--- src/design/sctc_pkg.sv ---
`timescale 1ns / 1ps
`default_nettype none
// ----------------------------------------------------------------------------
// sctc_pkg
// Shared constants and the month lookup for the seconds to calendar pipeline.
// ----------------------------------------------------------------------------
package sctc_pkg;

  // Seconds are biased by a whole number of days so the dividend is unsigned.
  localparam int unsigned SecBiasDays = 24856;
  localparam logic [32:0] SecBias     = 33'd2147558400;

  // Day split: u / 86400 = (u >> 7) / 675, reciprocal of 675 at 2^36.
  localparam int          DayLoBits   = 7;
  localparam logic [26:0] Recip675    = 27'd101806633;
  localparam int          Shift675    = 36;
  localparam logic [9:0]  Div675      = 10'd675;

  // Year split: day count biased so that it is never negative.
  localparam int          YearBias    = 69;
  localparam logic [15:0] YearDayBias = 16'd329;
  localparam logic [16:0] Recip365    = 17'd91930;
  localparam int          Shift365    = 25;
  localparam logic [8:0]  Div365      = 9'd365;

  // Division by 60 for seconds of day and for minutes of day.
  localparam logic [17:0] Recip60Sec  = 18'd139811;
  localparam int          Shift60Sec  = 23;
  localparam logic [11:0] Recip60Min  = 12'd2185;
  localparam int          Shift60Min  = 17;
  localparam logic [5:0]  Div60       = 6'd60;

  localparam int          Months      = 12;

  typedef logic [8:0] doy_t;
  typedef logic [3:0] month_t;

  localparam doy_t MonthStart [Months] = '{
    9'd0, 9'd31, 9'd59, 9'd90, 9'd120, 9'd151,
    9'd181, 9'd212, 9'd243, 9'd273, 9'd304, 9'd334
  };

  function automatic month_t month_of(input doy_t doy);
    month_t m;
    m = '0;
    for (int i = 1; i < Months; i++) begin
      if (doy >= MonthStart[i]) begin
        m = month_t'(i);
      end
    end
    return m;
  endfunction

endpackage
`default_nettype wire

--- src/design/sctc_day_split.sv ---
`timescale 1ns / 1ps
`default_nettype none
// ----------------------------------------------------------------------------
// sctc_day_split
// Three stages: bias, reciprocal multiply, remainder. Gives day count and
// seconds of day.
// ----------------------------------------------------------------------------
module sctc_day_split
  import sctc_pkg::*;
(
  input  wire logic               clk,
  input  wire logic               rst,
  input  wire logic               en,
  input  wire logic               valid,
  input  wire logic signed [31:0] total_seconds,
  output logic                    day_valid,
  output logic [16:0]             day_biased,
  output logic [16:0]             sec_of_day
);

  logic        s1_valid;
  logic [32:0] s1_u;

  logic        s2_valid;
  logic [52:0] s2_prod;
  logic [25:0] s2_hi;
  logic [6:0]  s2_lo;

  logic [16:0] s2_days;
  logic [26:0] s2_back;
  logic [25:0] s2_rem_full;

  assign s2_days     = s2_prod[52:Shift675];
  assign s2_back     = 27'(s2_days) * 27'(Div675);
  assign s2_rem_full = s2_hi - s2_back[25:0];

  always_ff @(posedge clk) begin
    if (rst) begin
      s1_valid  <= 1'b0;
      s2_valid  <= 1'b0;
      day_valid <= 1'b0;
    end else if (en) begin
      s1_valid  <= valid;
      s2_valid  <= s1_valid;
      day_valid <= s2_valid;
    end
  end

  always_ff @(posedge clk) begin
    if (en) begin
      s1_u       <= {total_seconds[31], total_seconds} + SecBias;
      s2_prod    <= 53'(s1_u[32:DayLoBits]) * 53'(Recip675);
      s2_hi      <= s1_u[32:DayLoBits];
      s2_lo      <= s1_u[DayLoBits-1:0];
      day_biased <= s2_days;
      sec_of_day <= {s2_rem_full[9:0], s2_lo};
    end
  end

endmodule
`default_nettype wire

--- src/design/sctc_date_split.sv ---
`timescale 1ns / 1ps
`default_nettype none
// ----------------------------------------------------------------------------
// sctc_date_split
// Three stages: reciprocal multiplies, remainders, month lookup and hours.
// ----------------------------------------------------------------------------
module sctc_date_split
  import sctc_pkg::*;
(
  input  wire logic        clk,
  input  wire logic        rst,
  input  wire logic        en,
  input  wire logic        day_valid,
  input  wire logic [16:0] day_biased,
  input  wire logic [16:0] sec_of_day,
  output logic             cal_valid,
  output logic signed [7:0] year_offset,
  output logic [3:0]       month_index,
  output logic [4:0]       day_of_month,
  output logic [4:0]       hour_of_day,
  output logic [5:0]       minute_of_hour,
  output logic [5:0]       second_of_minute
);

  logic        s4_valid;
  logic [15:0] s4_w;
  logic [32:0] s4_py;
  logic [16:0] s4_tod;
  logic [34:0] s4_pm;

  logic        s5_valid;
  logic [7:0]  s5_year;
  doy_t        s5_doy;
  logic [10:0] s5_mins;
  logic [5:0]  s5_sec;

  logic [15:0] w_next;
  logic [7:0]  s4_years_b;
  logic [16:0] s4_yback;
  logic [15:0] s4_doy_full;
  logic [10:0] s4_mins;
  logic [16:0] s4_mback;
  logic [16:0] s4_sec_full;

  logic [22:0] s5_hprod;
  logic [4:0]  s5_hour;
  logic [10:0] s5_hback;
  logic [10:0] s5_min_full;
  month_t      s5_month;
  doy_t        s5_day_full;

  // day_biased - SecBiasDays + 365 * YearBias
  assign w_next      = 16'(day_biased) + YearDayBias;
  assign s4_years_b  = s4_py[Shift365+7:Shift365];
  assign s4_yback    = 17'(s4_years_b) * 17'(Div365);
  assign s4_doy_full = s4_w - s4_yback[15:0];
  assign s4_mins     = s4_pm[Shift60Sec+10:Shift60Sec];
  assign s4_mback    = 17'(s4_mins) * 17'(Div60);
  assign s4_sec_full = s4_tod - s4_mback;

  assign s5_hprod    = 23'(s5_mins) * 23'(Recip60Min);
  assign s5_hour     = s5_hprod[Shift60Min+4:Shift60Min];
  assign s5_hback    = 11'(s5_hour) * 11'(Div60);
  assign s5_min_full = s5_mins - s5_hback;
  assign s5_month    = month_of(s5_doy);
  assign s5_day_full = s5_doy - MonthStart[s5_month] + 9'd1;

  always_ff @(posedge clk) begin
    if (rst) begin
      s4_valid  <= 1'b0;
      s5_valid  <= 1'b0;
      cal_valid <= 1'b0;
    end else if (en) begin
      s4_valid  <= day_valid;
      s5_valid  <= s4_valid;
      cal_valid <= s5_valid;
    end
  end

  always_ff @(posedge clk) begin
    if (en) begin
      s4_w             <= w_next;
      s4_py            <= 33'(w_next) * 33'(Recip365);
      s4_tod           <= sec_of_day;
      s4_pm            <= 35'(sec_of_day) * 35'(Recip60Sec);
      s5_year          <= s4_years_b - 8'(YearBias);
      s5_doy           <= s4_doy_full[8:0];
      s5_mins          <= s4_mins;
      s5_sec           <= s4_sec_full[5:0];
      year_offset      <= s5_year;
      month_index      <= s5_month;
      day_of_month     <= s5_day_full[4:0];
      hour_of_day      <= s5_hour;
      minute_of_hour   <= s5_min_full[5:0];
      second_of_minute <= s5_sec;
    end
  end

endmodule
`default_nettype wire

--- src/design/seconds_to_calendar_fields.sv ---
`timescale 1ns / 1ps
`default_nettype none
// ----------------------------------------------------------------------------
// seconds_to_calendar_fields
// Splits signed seconds since the base date into calendar fields on a
// 365-day calendar.
//
// channel  handshake              payload
// sec      sec_valid/sec_ready    total_seconds
// cal      cal_valid/cal_ready    year_offset .. second_of_minute
//
// One request per cycle while cal is not stalled.
// The path runs through six register stages; each stage takes a new request
// every cycle that cal is not stalled.
// Reset clears the stage valid bits only.
// A stall on cal freezes every stage together; nothing is dropped or repeated.
// ----------------------------------------------------------------------------
module seconds_to_calendar_fields
  import sctc_pkg::*;
(
  input  wire logic               clk,
  input  wire logic               rst,
  input  wire logic               sec_valid,
  output logic                    sec_ready,
  input  wire logic signed [31:0] total_seconds,
  output logic                    cal_valid,
  input  wire logic               cal_ready,
  output logic signed [7:0]       year_offset,
  output logic [3:0]              month_index,
  output logic [4:0]              day_of_month,
  output logic [4:0]              hour_of_day,
  output logic [5:0]              minute_of_hour,
  output logic [5:0]              second_of_minute
);

  logic        advance;
  logic        day_valid;
  logic [16:0] day_biased;
  logic [16:0] sec_of_day;

  assign advance   = !cal_valid || cal_ready;
  assign sec_ready = advance;

  sctc_day_split u_day (
    .clk           (clk),
    .rst           (rst),
    .en            (advance),
    .valid         (sec_valid),
    .total_seconds (total_seconds),
    .day_valid     (day_valid),
    .day_biased    (day_biased),
    .sec_of_day    (sec_of_day)
  );

  sctc_date_split u_date (
    .clk              (clk),
    .rst              (rst),
    .en               (advance),
    .day_valid        (day_valid),
    .day_biased       (day_biased),
    .sec_of_day       (sec_of_day),
    .cal_valid        (cal_valid),
    .year_offset      (year_offset),
    .month_index      (month_index),
    .day_of_month     (day_of_month),
    .hour_of_day      (hour_of_day),
    .minute_of_hour   (minute_of_hour),
    .second_of_minute (second_of_minute)
  );

endmodule
`default_nettype wire

--- config.mk ---
export PLATFORM = sky130hd
export DESIGN_NAME = seconds_to_calendar_fields
export DESIGN_NICKNAME = d
export VERILOG_FILES = /design/src/design/sctc_pkg.sv /design/src/design/sctc_day_split.sv /design/src/design/sctc_date_split.sv /design/src/design/seconds_to_calendar_fields.sv
export SDC_FILE = /design/constraint.sdc
export NUM_CORES = 1
export LEC_CHECK = 0
export ABC_AREA = 0
export BUFFER_PORTS_ARGS = -buffer_cell sky130_fd_sc_hd__buf_2
export CORE_ASPECT_RATIO = 1.1
export CORE_MARGIN = 4
export CORE_UTILIZATION = 45
export DETAILED_ROUTE_END_ITERATION = 8
export PLACE_DENSITY = 0.61
export SETUP_SLACK_MARGIN = 0.1
export SLEW_MARGIN = 20
export SYNTH_ARGS = -nofsm -noshare
export SYNTH_HDL_FRONTEND = slang
export SYNTH_SLANG_ARGS = --single-unit
--- constraint.sdc ---
create_clock -name clk -period 12.3 [get_ports clk]
set_input_delay 0.615 -clock clk [delete_from_list [all_inputs] [get_ports clk]]
set_output_delay 0.615 -clock clk [all_outputs]
set_load 0.01 [all_outputs]
# == After elaboration in Yosys (flattened, before gate mapping) ==
# Memories as Yosys holds them, arrays and structs flattened.
# Index checks and enable logic that the tools add are counted.
# totals
memories,1
word_cells,72
romBits,144
register_bits,291
# memory_table
name,words,word_bits,read_ports,rd_ports_with_merged_regs,write_ports,line_no,source
(no name shown),16,9,1,0,0,sctc_date_split.sv:66,assign s5_day_full = s5_doy - MonthStart[s5_month] + 9'd1;
# classes
n_reduce_logical,2
muxes,13
add_sub_neg,9
n_lt_le_gt_ge,12
bitwise,1
n_mul,8
# op_table
op,n
multiplier 26 x 27 -> 53 bit (second input constant),1
>= comparator 9 x 8 -> 1 bit (second input constant),4
multiplier 17 x 18 -> 34 bit (second input constant),1
adder 33 x 32 -> 33 bit (second input constant),1
multiplier 16 x 16 -> 32 bit (second input constant),1
>= comparator 9 bit (second input constant),3
multiplier 11 x 12 -> 22 bit (second input constant),1
>= comparator 9 x 7 -> 1 bit (second input constant),2
multiplier 17 x 10 -> 10 bit (second input constant),1
adder 16 x 9 -> 16 bit (second input constant),1
2-to-1 mux 4 bit,4
2-to-1 mux 3 bit,4
subtractor 6 bit,2
multiplier 11 x 4 -> 4 bit (second input constant),1
2-to-1 mux 5 bit,2
subtractor 10 bit,1
>= comparator 9 x 5 -> 1 bit (second input constant),1
>= comparator 9 x 6 -> 1 bit (second input constant),1
multiplier 8 x 9 -> 9 bit (second input constant),1
subtractor 9 bit,1
subtractor 8 x 7 -> 8 bit (second input constant),1
adder 5 x 1 -> 5 bit (second input constant),1
>= comparator 5 bit (second input constant),1
multiplier 5 x 4 -> 4 bit (second input constant),1
other kinds (6),7

# == Depth between registers and ports, before layout ==
# Gate-level depths: netlist of run 1.
# logic_depth
word_depth,18
depth_mapped,27
mapped_depth_nobuf,27

# == Modules after synthesis ==
# From an unflattened synthesis of run 1, not the netlist that was laid out.
# unflattened
cells_unflattened,2658
area_unflattened_um2,28897.7
# modules_own_cells
module,n_inst,seq_area_each_um2,area_per_inst_um2,cells_per_inst
sctc_day_split,1,3093.0,14684.1,1338
sctc_date_split,1,3123.0,14207.4,1319
seconds_to_calendar_fields,1,0.0,6.3,1

# == Worst setup path before layout of run 1 ==
# Ideal clock, no wire load.
# synth_timing
path_kind,in2reg
startpoint,input port cal_ready
endpoint,register u_date.s4_valid
path_slack_ps,5115
required_time_ps,12164
stages,4
arrival_time_ps,7049
cell_sequence,nand2b_1 -> clkbuf_1 -> mux2i_1 -> nor2_1
# synth_between
elab_chain_cells,1
# synth_rtl
item,line_no,source
from (decl),seconds_to_calendar_fields.sv:27,"input wire logic cal_ready,"
logical OR 1 bit,seconds_to_calendar_fields.sv:41,assign advance = !cal_valid || cal_ready;
via sec_ready,seconds_to_calendar_fields.sv:24,"output logic sec_ready,"
to (signal assigned),sctc_date_split.sv:74,s4_valid <= day_valid;
to (decl),sctc_date_split.sv:25,logic s4_valid;
# The timed path passes the listed nets, and every way through them passes these cells.
# A chain may end at the register's enable or synchronous reset.

# == Final worst setup path of run 1 ==
# layout_timing
startpoint,register u_day.day_biased[0]
endpoint,"register u_date.s4_py[32], data pin"
# layout_between
elab_chain_cells,2
# layout_rtl
item,line_no,source
from (decl),sctc_day_split.sv:17,"output logic [16:0] day_biased,"
from (signal assigned),sctc_day_split.sv:55,day_biased <= s2_days;
adder 16 x 9 -> 16 bit,sctc_date_split.sv:53,assign w_next = 16'(day_biased) + YearDayBias;
multiplier 16 x 16 -> 32 bit,sctc_date_split.sv:83,s4_py <= 33'(w_next) * 33'(Recip365);
to (signal assigned),sctc_date_split.sv:83,
to (decl),sctc_date_split.sv:27,logic [32:0] s4_py;
# Every way passes these cells.

==> results of run 1 <==
-- metrics by stage --
step                setup slack (ns)  cells  utilization, %  instance area (sq um)
detailed placement              4.65   3417            48.0                  29400
floorplan                       5.11   2520               -                  28000
finish                          4.68   3464            49.4                  30300
CTS                             4.63   3464            49.4                  30300
global route                    4.06   3464            49.4                  30300
global placement                4.82   3417            48.0                  29400
-- state kept, by name, summed over array words and instances (netlist names), 4 cells and up --
register                 count
u_day.s1_u                  33
u_date.hour_of_day           5
u_date.minute_of_hour        6
u_date.s5_year               8
u_date.s5_doy                9
u_date.s5_sec                6
u_date.day_of_month          5
u_date.s4_py                 8
u_date.s4_pm                12
u_date.second_of_minute      6
u_date.month_index           4
u_day.sec_of_day            17
u_date.s5_mins              11
u_day.day_biased            16
u_date.s4_tod                5
u_day.s2_prod               16
u_date.year_offset           8
u_day.s2_hi                 10
u_date.s4_w                  9
u_day.s2_lo                  7
-- final timing paths --
check / start / endpoint / slack (ns)
worst max-delay path: u_day.day_biased[0] / u_date.s4_py[32] / 4.68
worst min-delay path: total_seconds[1] / u_day.s1_u[1] / 0.24
worst max register to register: u_day.day_biased[0] / u_date.s4_py[32] / 4.68
worst min register to register: u_date.s5_year[4] / u_date.year_offset[4] / 0.41
-- cells in the final DEF (no fill, tap or decap), types with 5 or more instances in the layout --
master / synthesis / final
o21ai_0: 36 / 36
o21bai_1: 10 / 10
nand2_1: 49 / 49
fa_1: 346 / 346
nand2b_1: 10 / 9
nor3_1: 11 / 11
nor2_1: 49 / 49
a211oi_1: 7 / 7
o21a_1: 8 / 8
buf_2: 0 / 71
nor2b_1: 6 / 6
buf_4: 0 / 8
nand3_1: 18 / 18
and3_1: 14 / 14
clkbuf_16: 0 / 26
clkbuf_1: 6 / 5
mux2i_1: 5 / 5
and2_1: 9 / 9
nand4_1: 13 / 13
xor2_1: 56 / 56
dfxtp_1: 6 / 6
ha_1: 681 / 681
edfxtp_1: 201 / 201
a21o_1: 32 / 32
xnor2_1: 89 / 89
a31oi_1: 15 / 15
a21oi_1: 65 / 65
inv_1: 722 / 722
-- area by class of cell --
| type | count | area share, % |
|---|---|---|
| clock buffers | 31 | 2.21 |
| clock inverters | 16 | 0.718 |
| inverters | 722 | 8.94 |
| multi-input cells | 1585 | 63.1 |
| flip-flops and latches | 207 | 20.3 |
| well taps | 824 | 3.40 |
| repair buffers | 79 | 1.37 |
-- cell families (layout without fill, tap and decap cells) --
| logic type | count (synthesis) | after routing |
|---|---|---|
| fa+ha+maj | 1027 | 1027 |
| compound gates | 209 | 209 |
| mux | 5 | 5 |
| xor+xnor | 145 | 145 |
| flops | 207 | 207 |
| simple gates | 199 | 199 |
| buf+inv | 728 | 848 |
-- routing by layer --
metal | up-vias | part of all wire (%) | wire [um] | track usage (%)
met2 | 190 | 54 | 29200 | 31.8
met3 | 81 | 2.6 | 1390 | 1.70
met1 | 8363 | 41 | 22200 | 20.8
met5 | - | 0 | 0 | 0
met4 | 0 | 2.7 | 1480 | 4.11
li1 | 8294 | - | - | -
-- worst register-to-register path, delay by kind of cell (launching register included) --
kind	cells	cell delay, ns
fa+ha+maj	8	3.42
buf+inv	4	0.47
simple gates	6	0.78
xor+xnor	2	0.80
compound gates	7	1.45
flops	1	0.45
==> results.cfg, run 1 <==
[run_status]
status = complete, no violations

[cts]
cts_setup_buffers = 0
cts_buffers = 26
path_clk_slew_ns = 0.06
cts_tree = yes
ctsResizeCount = 0
clk_path_buf_depth = 3
htree_levels = 1
cts_root_buffer = clkbuf_16
numClockSinks = 207
ctsHoldBuffers = 0
clock_latency_ns = 0.55

[synthesis]
yosysTopAreaCell = ha_1
synth_top_area_share_pct = 30.4
synth_xor_area_share_pct = 4.54
seq_area_frac_synth_pct = 22.0
netlist_area_sq_um = 28000
yosys.area_share.adder_pct = 55.2
synth_edf_count = 201
syn_nets = 3583
synth_area_leaders = ha_1, fa_1, edfxtp_1
synthSimpleGateAreaFrac_pct = 3.52
yosys.cell_types.count = 60
yosys-mux-area-fraction_pct = 0.179
synthArstFlopShare_pct = 0
yosys_register_bits = 207
synth_common_cells = inv_1, ha_1, fa_1
synthFlopType = edfxtp_1
yosysWarnings = 0
avgSynthCellArea_sq_um = 11.1
synthCells = 2520
synth_top_family_by_area = adder cells
synth_compound_gate_area_share_pct = 4.82
yosysMostFrequentCell = inv_1

[finish]
fillers = 5560
multiInputGateArea_sq_um = 19100
nets = 3684
area_delta_synth_final_pct = 8.28
n_antenna_cell = 0
layout-drive-gt1-share_pct = 4.77
register_area_sq_um = 6160

[critical_path]
cp_top_family = adder cells
critical_path_arrival_ns = 7.92
critical_path_depth = 27
crit_type = flip-flop to flip-flop
crit_slowest_cell = xor2_1
cpMostUsedCell = fa_1
worstRegToRegCells = 27
start_kind = flip-flop
worstSetupEndpointType = flip-flop
cp.required_ns = 12.60
slowest_delay_ns = 0.72
crit_buf_inv = 4
path_max_fanout = 8

[floorplanning]
rows = 95
die_area_sq_um = 66300
fp.dieH_um = 270
initial_utilization_pct = 45.6
die_w_um = 246
core_region_area_sq_um = 61300
ios = 72

[grt]
antenna_found_initial = 0
grt_pass1_wl_mm = 91.3
grt_overflow = 0
grt_pass1_vias = 18530
grt_usage_pct = 16.9
grt_max_degree = 68

[timing]
hold-worst-slack_ns = 0.236
worst_slew_pin_slew_ns = 1.09
maxSlewHeadroom_pct = 27.1
finalSetupViolCount = 0
max_freq_mhz = 131
rsz0062_at_grt = false
slew_violations = 0
clock_skew_ns = 0.00743
hold_viol = 0
period_share_pct = 62.0
final.min_clock_period_ns = 7.62
fin_setup_tns_ns = 0

[routing]
first_iter_violations = 537
first_pass_iters = 4
wire_per_inst_um = 15.7
wl_mm = 54.3
drc = 0
drt-vias-per-instance = 4.89
vias = 16928
drtAntennaViolNets = 0

[worst_hold_path]
hp-class = input pin to flip-flop
hold_path_depth = 1

[placement]
gp_congestion = 0.922
portBuffers = 71
dp_hpwl_mm = 46.1

[run]
max_cap_violations = 0
Power of run 1 is not shown: default switching activity piles up to over one toggle a cycle in this logic, so the estimate is an artifact.
==> inputs of run 2 (changes only) <==
==> constraint.sdc (replaced) <==
create_clock -name clk -period 7.5 [get_ports clk]
set_input_delay 0.375 -clock clk [delete_from_list [all_inputs] [get_ports clk]]
set_output_delay 0.375 -clock clk [all_outputs]
set_load 0.01 [all_outputs]
==> run 2 against run 1 <==
Compared with the run above: critical path depth decreased by 6; maximum frequency up 9.7%; hold slack got worse by 0.17 ns; critical endpoint is now u_day.s2_prod[51]; register-to-register slack lost 4.1 ns; die area unchanged; first-iteration DRC count rose by 9.9%; final cell count rose by 0.95%; non-clock buffer count increased by 29; setup slack lost 4.1 ns.
==> results.cfg, run 2 (synthesis results as in run 1) <==
[finish]
largest_registers = u_day.s1_u x33, u_day.sec_of_day x17
final_common_cell = inv_1
fillers = 5568
largest_reg_flops = 33
mostFrequentLayoutCells = inv_1, ha_1, fa_1, edfxtp_1, xnor2_1
area_delta_synth_final_pct = 9.36
regMostFlops = u_day.s1_u
layout-drive-gt1-share_pct = 5.65
n_antenna_cell = 0
nets = 3715
postLayoutCellArea_sq_um = 30600

[timing]
final.min_clock_period_ns = 6.94
hold-worst-slack_ns = 0.0624
rsz0062_at_grt = false
max_freq_mhz = 144
fin_setup_tns_ns = 0
slew_violations = 0
period_share_pct = 92.6
hold_viol = 0
maxSlewHeadroom_pct = 44.0
clock_skew_ns = 0.0197
worst_slew_pin_slew_ns = 0.839
finalSetupViolCount = 0

[routing]
wire_per_inst_um = 15.9
drc = 0
vias = 17054
first_pass_iters = 5
drt-vias-per-instance = 4.88
wl_mm = 55.5
drtAntennaViolNets = 0
first_iter_violations = 590

[floorplanning]
ios = 72
core_region_area_sq_um = 61300
die_w_um = 246
rows = 95
die_area_sq_um = 66300
initial_utilization_pct = 45.6
fp.dieH_um = 270

[critical_path]
crit_start = u_day.s1_u[21]
cp.required_ns = 7.82
crit_slowest_cell = fa_1
slowest_delay_ns = 0.60
cpMostUsedCell = fa_1
rr_startpoint = u_day.s1_u[21]
crit_chain = fa_1 -> inv_1 -> fa_1 -> inv_1 -> ha_1 -> fa_1 -> fa_1 -> fa_1 -> inv_1 -> fa_1 -> inv_1 -> ha_1 -> nand4_1 -> or4_1 -> or2_0 -> o22a_1 -> a21o_1 -> a21oi_2 -> o21ai_2 -> o31a_1 -> xnor2_1
worstSetupEndpointType = flip-flop
crit_type = flip-flop to flip-flop
path_max_fanout = 8
critical_path_arrival_ns = 7.26
start_kind = flip-flop

[placement]
gp_congestion = 0.956
placed_area_sq_um = 29600
dp_hpwl_mm = 47.6
portBuffers = 71

[worst_hold_path]
hp-class = input pin to flip-flop
hp-start = total_seconds[10]

[grt]
grt_pass1_vias = 18898
grt_max_degree = 69
grt_pass1_wl_mm = 93.2
grt_overflow = 0
antenna_found_initial = 0
use_met3_pct = 1.85
top_usage_layer = met2
grt_usage_pct = 17.4
grt_util_met1_pct = 20.9
use_met2_pct = 32.5

[cts]
cts_setup_buffers = 0
htree_levels = 1
cts_buffers = 28
cts_root_buffer = clkbuf_16
path_clk_slew_ns = 0.06
clock_latency_ns = 0.57
clk_path_buf_depth = 3
numClockSinks = 207
cts_tree = yes

[run_status]
status = complete, no violations

[run]
max_cap_violations = 0
run 2: layout make-up:
class	count	area [sq um]	share of cell area (%)
Sequential cell	207	6160	20.1
Clock buffer	36	752	2.46
Clock inverter	15	178	0.580
Multi-Input combinational cell	1585	19100	62.5
Tap cell	824	1030	3.37
Timing Repair Buffer	108	661	2.16
Inverter	722	2710	8.85
run 2: final timing paths:
kind	to	slack, ns	cells past startpoint
worst min-delay path	u_day.s1_u[10]	0.06	2
worst max register to register	u_day.s2_prod[51]	0.56	21
worst max-delay path	u_day.s2_prod[51]	0.56	21
worst min register to register	u_day.s2_lo[3]	0.41	0
run 2: per-layer routing:
| metal | wire length [um] | part of all wire, % | up-vias |
|---|---|---|---|
| met2 | 29400 | 53 | 241 |
| met3 | 1760 | 3.2 | 89 |
| met5 | 0 | 0 | - |
| met4 | 1840 | 3.3 | 0 |
| li1 | - | - | 8359 |
| met1 | 22600 | 41 | 8365 |
run 2: per-stage QoR:
step / utilization (%) / std cells / setup slack (ns)
global route: 49.9 / 3497 / 0.115
finish: 49.9 / 3497 / 0.557
detailed placement: 48.2 / 3435 / 0.405
CTS: 49.9 / 3497 / 0.411
global placement: 48.2 / 3435 / 0.590
floorplan: - / 2520 / 0.555
run 2: timing repair:
| action | in CTS | in global routing |
|---|---|---|
| hold endpoints to repair | 11 | 0 |
| setup endpoints to repair | 0 | 4 |
| hold buffers | 11 | 0 |
| gates resized for setup | 0 | 3 |
run 2: worst max-delay path: cells and delay by family, from the launching register on:
kind / cells / cell delay, ns
XOR/XNOR: 1 / 0.12
AND/OR/NAND/NOR: 3 / 0.86
buffers and inverters: 4 / 0.18
adder cells (fa/ha/maj): 8 / 3.80
flip-flops: 1 / 0.58
AO/OA/AOI/OAI: 5 / 1.12
Power of run 2 is left out for the same reason.
